===== src/design/cnbs_pkg.sv =====
package cnbs_pkg;

    localparam int OUT_WIDTH   = 16;
    localparam int OUT_TDATA_W = ((OUT_WIDTH + 7) / 8) * 8;
    localparam int RND_SHIFT   = 32 - OUT_WIDTH;
    localparam int SMP_W       = 35 - RND_SHIFT;

    localparam logic [31:0] NOISE_SEED = 32'h6d2b79f5;
    localparam logic [31:0] SIGN_FLIP  = 32'h80000000;
    localparam logic [15:0] HP_COEF    = 16'd57672;
    localparam logic [13:0] GAIN_COEF  = 14'd9175;
    localparam logic [24:0] ENV_ONE    = 25'h1000000;
    localparam logic [48:0] ENV_HALF   = 49'd8388608;

    localparam logic [15:0] CLIP_LENGTH_RST  = 16'd6720;
    localparam logic [15:0] SECOND_BURST_RST = 16'd864;
    localparam logic [15:0] THIRD_BURST_RST  = 16'd1728;
    localparam logic [23:0] DECAY_RST        = 24'd16755559;

    typedef enum logic [1:0] {
        REG_CLIP_LENGTH  = 2'd0,
        REG_SECOND_BURST = 2'd1,
        REG_THIRD_BURST  = 2'd2,
        REG_DECAY        = 2'd3
    } cfg_index_t;

    typedef enum logic [2:0] {
        ST_IDLE,
        ST_CHECK,
        ST_HP,
        ST_MUL,
        ST_SUM,
        ST_GAIN,
        ST_RND,
        ST_EMIT
    } state_t;

    typedef struct packed {
        logic restart;
        logic step;
        logic zero;
        logic hp;
        logic mul;
        logic sum;
        logic gain;
        logic rnd;
        logic emit;
    } cmd_t;

    typedef struct packed {
        logic frame_ge_len;
        logic frame_last;
        logic out_busy;
    } status_t;

endpackage


===== src/design/cnbs_ctrl.sv =====
module cnbs_ctrl
(
    input  logic              clk,
    input  logic              rst_n,
    input  logic              s_tvalid,
    input  logic              start_req,
    input  cnbs_pkg::status_t status,
    output logic              s_tready,
    output cnbs_pkg::cmd_t    cmd
);

    cnbs_pkg::state_t state_reg;
    cnbs_pkg::state_t state_next;
    logic             playing_reg;
    logic             playing_next;

    always_ff @(posedge clk or negedge rst_n)
    begin
        if (!rst_n)
        begin
            state_reg   <= cnbs_pkg::ST_IDLE;
            playing_reg <= 1'b0;
        end
        else
        begin
            state_reg   <= state_next;
            playing_reg <= playing_next;
        end
    end

    always_comb
    begin
        state_next   = state_reg;
        playing_next = playing_reg;
        cmd          = '0;
        s_tready     = 1'b0;
        unique case (state_reg)
            cnbs_pkg::ST_IDLE:
            begin
                s_tready = 1'b1;
                if (s_tvalid)
                begin
                    state_next = cnbs_pkg::ST_CHECK;
                    if (start_req)
                    begin
                        cmd.restart  = 1'b1;
                        playing_next = 1'b1;
                    end
                end
            end
            cnbs_pkg::ST_CHECK:
            begin
                // idle or counter already past the clip: zero result
                if (!playing_reg || status.frame_ge_len)
                begin
                    cmd.zero     = 1'b1;
                    playing_next = 1'b0;
                    state_next   = cnbs_pkg::ST_EMIT;
                end
                else
                begin
                    cmd.step   = 1'b1;
                    state_next = cnbs_pkg::ST_HP;
                    if (status.frame_last)
                    begin
                        playing_next = 1'b0;
                    end
                end
            end
            cnbs_pkg::ST_HP:
            begin
                cmd.hp     = 1'b1;
                state_next = cnbs_pkg::ST_MUL;
            end
            cnbs_pkg::ST_MUL:
            begin
                cmd.mul    = 1'b1;
                state_next = cnbs_pkg::ST_SUM;
            end
            cnbs_pkg::ST_SUM:
            begin
                cmd.sum    = 1'b1;
                state_next = cnbs_pkg::ST_GAIN;
            end
            cnbs_pkg::ST_GAIN:
            begin
                cmd.gain   = 1'b1;
                state_next = cnbs_pkg::ST_RND;
            end
            cnbs_pkg::ST_RND:
            begin
                cmd.rnd    = 1'b1;
                state_next = cnbs_pkg::ST_EMIT;
            end
            cnbs_pkg::ST_EMIT:
            begin
                if (!status.out_busy)
                begin
                    cmd.emit   = 1'b1;
                    state_next = cnbs_pkg::ST_IDLE;
                end
            end
            default:
            begin
                state_next = cnbs_pkg::ST_IDLE;
            end
        endcase
    end

    a_emit_free: assert property (@(posedge clk) disable iff (!rst_n)
        cmd.emit |-> !status.out_busy)
        else $error("result loaded while previous result still waiting");

    a_restart_plays: assert property (@(posedge clk) disable iff (!rst_n)
        (s_tvalid && s_tready && start_req) |=> playing_reg)
        else $error("start request did not begin a clap");

    a_step_only_playing: assert property (@(posedge clk) disable iff (!rst_n)
        cmd.step |-> (playing_reg && !status.frame_ge_len))
        else $error("frame stepped outside a clap");

    a_last_stops: assert property (@(posedge clk) disable iff (!rst_n)
        (cmd.step && status.frame_last) |=> !playing_reg)
        else $error("clap kept playing past its last frame");

endmodule


===== config.mk =====
export PLATFORM = sky130hd
export DESIGN_NAME = cnbs_ctrl
export DESIGN_NICKNAME = d
export VERILOG_FILES = /design/src/design/cnbs_pkg.sv /design/src/design/cnbs_ctrl.sv
export SDC_FILE = /design/constraint.sdc
export NUM_CORES = 1
export LEC_CHECK = 0
export ABC_CLOCK_PERIOD_IN_PS = 1220
export BUFFER_PORTS_ARGS = -buffer_cell sky130_fd_sc_hd__buf_2
export CORE_AREA = 2 2 39 41
export DETAILED_ROUTE_END_ITERATION = 7
export DIE_AREA = 0 0 41 43
export HOLD_SLACK_MARGIN = 0.05
export PLACE_DENSITY = 0.55
export SLEW_MARGIN = 5
export SYNTH_ARGS = -nofsm -noshare
export SYNTH_HDL_FRONTEND = slang
export SYNTH_SLANG_ARGS = --single-unit

===== constraint.sdc =====
create_clock -name clk -period 1.22 [get_ports clk]
set_input_delay 0.244 -clock clk [delete_from_list [all_inputs] [get_ports clk]]
set_output_delay 0.244 -clock clk [all_outputs]
set_load 0.1 [all_outputs]

# Word-level counts from Yosys, hierarchy flattened
# Cells that the tools add are included.
[word_totals] inputBits=7 n_memories=0 wordCells=42 mem_bits_ro=0 latch_bits=0 reg_bits=4 mem_bits_rw=0
[classes] bitwise_logic=0 reduce_logical=6 n_eq_ne=11 n_addsub=0 div=0 n_mul=0 n_shift=0 muxes=23 n_lt_le_gt_ge=0
[ops] operator="$pmux 3 s8" count=1
[ops] operator="$mux 1" count=17
[ops] operator="$eq 3x3->1 const B" count=4
[ops] operator="$mux 3" count=3
[ops] operator="$eq 3x2->1 const B" count=2
[ops] operator="$ne 2x2->1 const B" count=3
[ops] operator="$reduce_and 4->1" count=1
[ops] operator="$eq 3x1->1 const B" count=1
[ops] operator="$logic_not 3->1" count=1
[ops] operator="$ne 3x3->1 const B" count=1
[ops] operator="$mux 2" count=1
[ops] operator="$pmux 1 s2" count=1
[ops] operator="$reduce_and 2->1" count=1
[ops] operator="$reduce_bool 2->1" count=1
[ops] operator="$logic_not 1->1" count=1
[ops] operator="$logic_or 1x1->1" count=1

# Longest topological paths before layout
[depth] word_depth=4 ltp_mapped=4 mapped_depth_nobuf=3

# Worst setup path before layout
# OpenSTA, ideal clock, no wires.
[synth_timing] kind="reg-to-reg" from="register state_reg[1]" to="register playing_reg" synth_period_minus_slack_ns=3.895 n_path_buf=1 stages_incl_launch_ff=5 setup_ns=0.070 slack_ns=-2.675 t_arrival_ns=3.825 cell_sequence="dfrtp_1 -> buf_4 -> nor3_1 -> and3_1 -> nand2b_1"
[synth_between] elab_chain_cells=3
[synth_lines] item="start, declared" line="cnbs_ctrl.sv:12" rtl="cnbs_pkg::state_t state_reg;"
[synth_lines] item="start signal, assigned" line="cnbs_ctrl.sv:21" rtl="state_reg <= cnbs_pkg::ST_IDLE;"
[synth_lines] item="start signal, assigned" line="cnbs_ctrl.sv:26" rtl="state_reg <= state_next;"
[synth_lines] item="$eq 3x1->1 / $logic_not 3->1 (equally long branches)" line="cnbs_ctrl.sv:37" rtl="unique case (state_reg)"
[synth_lines] item="$ne 3x3->1 (no line), or another cell as far along"
[synth_lines] item="$reduce_and 4->1 (no line)"
[synth_lines] item="end signal, assigned" line="cnbs_ctrl.sv:27" rtl="playing_reg <= playing_next;"
[synth_lines] item="end, declared" line="cnbs_ctrl.sv:14" rtl="logic playing_reg;"
# Several ways; a longest one is shown, not always the timed one.
# A chain may end at the register's enable or synchronous reset.

==> qor.txt <==
setup repair after global routing missed its margin - yes
number of placement rows - 14
via count - 339
Die Footprint - 0.00176 sq mm
Congestion Overflow GR - 0
element type at the critical path start - flip-flop
worst flop-to-flop path endpoint - state_reg[0]
largest net degree at the start of global routing - 11
DIE HEIGHT - 43 microns
Final ANT Viol Nets - 0
drt first pass iters - 4
Least-Margin Pin Slew - 0.218 ns
number of slew-limit violations in the final report - 0
time the final worst path needs with I/O delays and setup - 1.66 ns
series of cell instances along the critical path - or3b_4 > nor2b_4 > buf_12
detail-routed via count per cell - 4.40
worst reg2reg setup slack - 0.01 ns
via count of the first global-routing pass - 365
buffer and inverter count on the worst path - 1
total detailed-routing wirelength - 868 microns
area added between synthesis and finish - 176%
CP Class - reg2out
global-route wire length before repair - 1.47 mm
worst hold path cell count - 4
GPL Wtd Cong - 0.746
highest fanout seen on the critical path - 3
Die Wd - 41 microns
violated checks - setup timing
worst-case setup slack after placement - -0.170 ns
Clock Pin Slew Worst Setup and Hold Paths - 0.05 ns
routed wire length per instance - 11.3 microns
worst hold slack after final layout - 0.310 ns
syn_area_per_cell - 7.81 sq um
status - finished with violations
Root Buffer - clkbuf_4
cell count after placement - 72
worst-case setup margin in the final layout - -0.437 ns
cell with the largest stage delay on the worst path - or3b_4
number of clock sinks - 4
achievable clock frequency - 0.604 GHz
arrival time worst endpoint - 1.41 ns
number of levels in the clock H-tree - 1
final critical-path share of the clock period - 1.36
post-synthesis instance area - 258 sq um
path type of the worst min-delay path - in2reg
synthesized netlist net count - 40
warnings from Yosys - 0
Reg2Reg Launch Point - state_reg[0]
half-perimeter wire length after placement - 674 microns
max cap viols - 0
synthesized instance count - 33
critical path endpoint category - output pin
total track usage - 0.127
PortBufs - 16
Final Hold Vio Count - 0
Max transition margin - 0.854
number of register bits inferred by synthesis - 4
flip-flop count of the largest register, all copies and words added - 3
critical path required time - 0.98 ns
Worst Min Path Start - status[1]
worst r2r path cells - 3
Initial DRC Count - 8
hold-critical path endpoint - playing_reg
crit-path leading delay family - simple AND/OR/NAND/NOR gates
number of nets at the end of the flow - 69
TritonCTS clock tree - built
residual DRC count - 0
share of layout cells above drive strength 1 - 0.689
initial antenna violation count - 0
fill cell count - 129
Clock Skew - 0.00896 ns
count of endpoints failing setup in the final report - 10
largest buffer count on any clock path - 2
I/O pin count - 17
synth unique cells - 15
Core Util, Final - 0.514
Clk Latency, worst-skew pair - 0.25 ns
largest stage delay on the critical path - 0.42 ns
Finished Layout Cells - 77
core outline area - 0.00138 sq mm
TritonCTS buffer count - 3
sequential fraction of the synthesis area - 0.388
initial core utilization - 0.186
Ant. Diodes - 0
stage by stage:
| stage | cell area, sq um | setup TNS [ns] |
|---|---|---|
| 4_1_cts | 689 | -3.61 |
| 6_report | 711 | -3.46 |
| 2_1_floorplan | 354 | -6.51 |
| 3_5_place_dp | 653 | -0.874 |
| 5_1_grt | 711 | -4.16 |
| 3_3_place_gp | 653 | -0.801 |
worst min-delay path: cells and delay by family:
family / cells / cell delay [ns]
AO/OA/AOI/OAI: 1 / 0.11
AND/OR/NAND/NOR: 2 / 0.09
buffers and inverters: 1 / 0.07
worst max-delay path by stage:
stage                 start      to  slack [ns]  cells past startpoint
2_1_floorplan  state_reg[0]  cmd[8]       -0.90                      3
3_3_place_gp   state_reg[2]  cmd[6]       -0.16                      3
3_5_place_dp   state_reg[2]  cmd[6]       -0.17                      3
4_1_cts        state_reg[2]  cmd[6]       -0.42                      3
5_1_grt        state_reg[0]  cmd[8]       -0.47                      4
6_report       state_reg[2]  cmd[6]       -0.44                      3
area by class of cell:
| class | instances | area (sq um) | share of cell area |
|---|---|---|---|
| clock buffers | 4 | 26.3 | 0.0370 |
| inverters | 1 | 16.3 | 0.0229 |
| multi-input cells | 26 | 231 | 0.326 |
| flip-flops and latches | 4 | 101 | 0.143 |
| well taps | 16 | 20.0 | 0.0282 |
| repair buffers | 26 | 315 | 0.444 |
per-layer routing:
metal  track usage  share of wire
met1         0.152           0.39
met2         0.191           0.57
met3        0.0157          0.024
met4         0.100          0.021
met5             0              0
cell usage after synthesis, drive strengths merged:
| cell type | instances | area (sq um) |
|---|---|---|
| nor2 | 7 | 26.3 |
| dfrtp | 4 | 100 |
| a21oi | 3 | 15.0 |
| nor3 | 3 | 15.0 |
| nor3b | 3 | 22.5 |
| buf | 2 | 12.5 |
| nand2 | 2 | 7.51 |
| nand2b | 2 | 12.5 |
| o21ai | 2 | 10.0 |
| and3 | 1 | 6.26 |
| inv | 1 | 3.75 |
| nor2b | 1 | 8.76 |
| or3 | 1 | 6.26 |
| or3b | 1 | 11.3 |
cells by family (layout without fill, tap and decap cells):
family | after synthesis | count (layout) | share of synthesized area
simple gates | 21 | 21 | 0.451
compound gates | 5 | 5 | 0.0971
flops | 4 | 4 | 0.388
buf+inv | 3 | 31 | 0.0631
layout by cell type, fill, tap and decap left out, types with 2 or more instances in the layout:
master,synthesis,final
clkbuf_4,0,3
a21oi_1,3,3
nor2_1,7,5
buf_6,0,2
buf_4,1,7
nor3_4,0,3
nor3b_4,0,2
nor2_4,0,2
nand2b_1,2,2
nand2_1,2,2
buf_12,0,10
buf_2,1,6
dfrtp_1,4,3
repair_timing:
action | 4_1_cts | 5_1_grt
hold buffers | 1 | 0
endpoints found under the setup margin | 12 | 14
pin swaps | 6 | 4
buffers inserted | 0 | 0
hold endpoints to repair | 4 | 0
gates resized for setup | 0 | 7
Power is left out: the tool's default activity adds up to more than one toggle a clock period on the data nets, which glitch-free logic cannot reach.
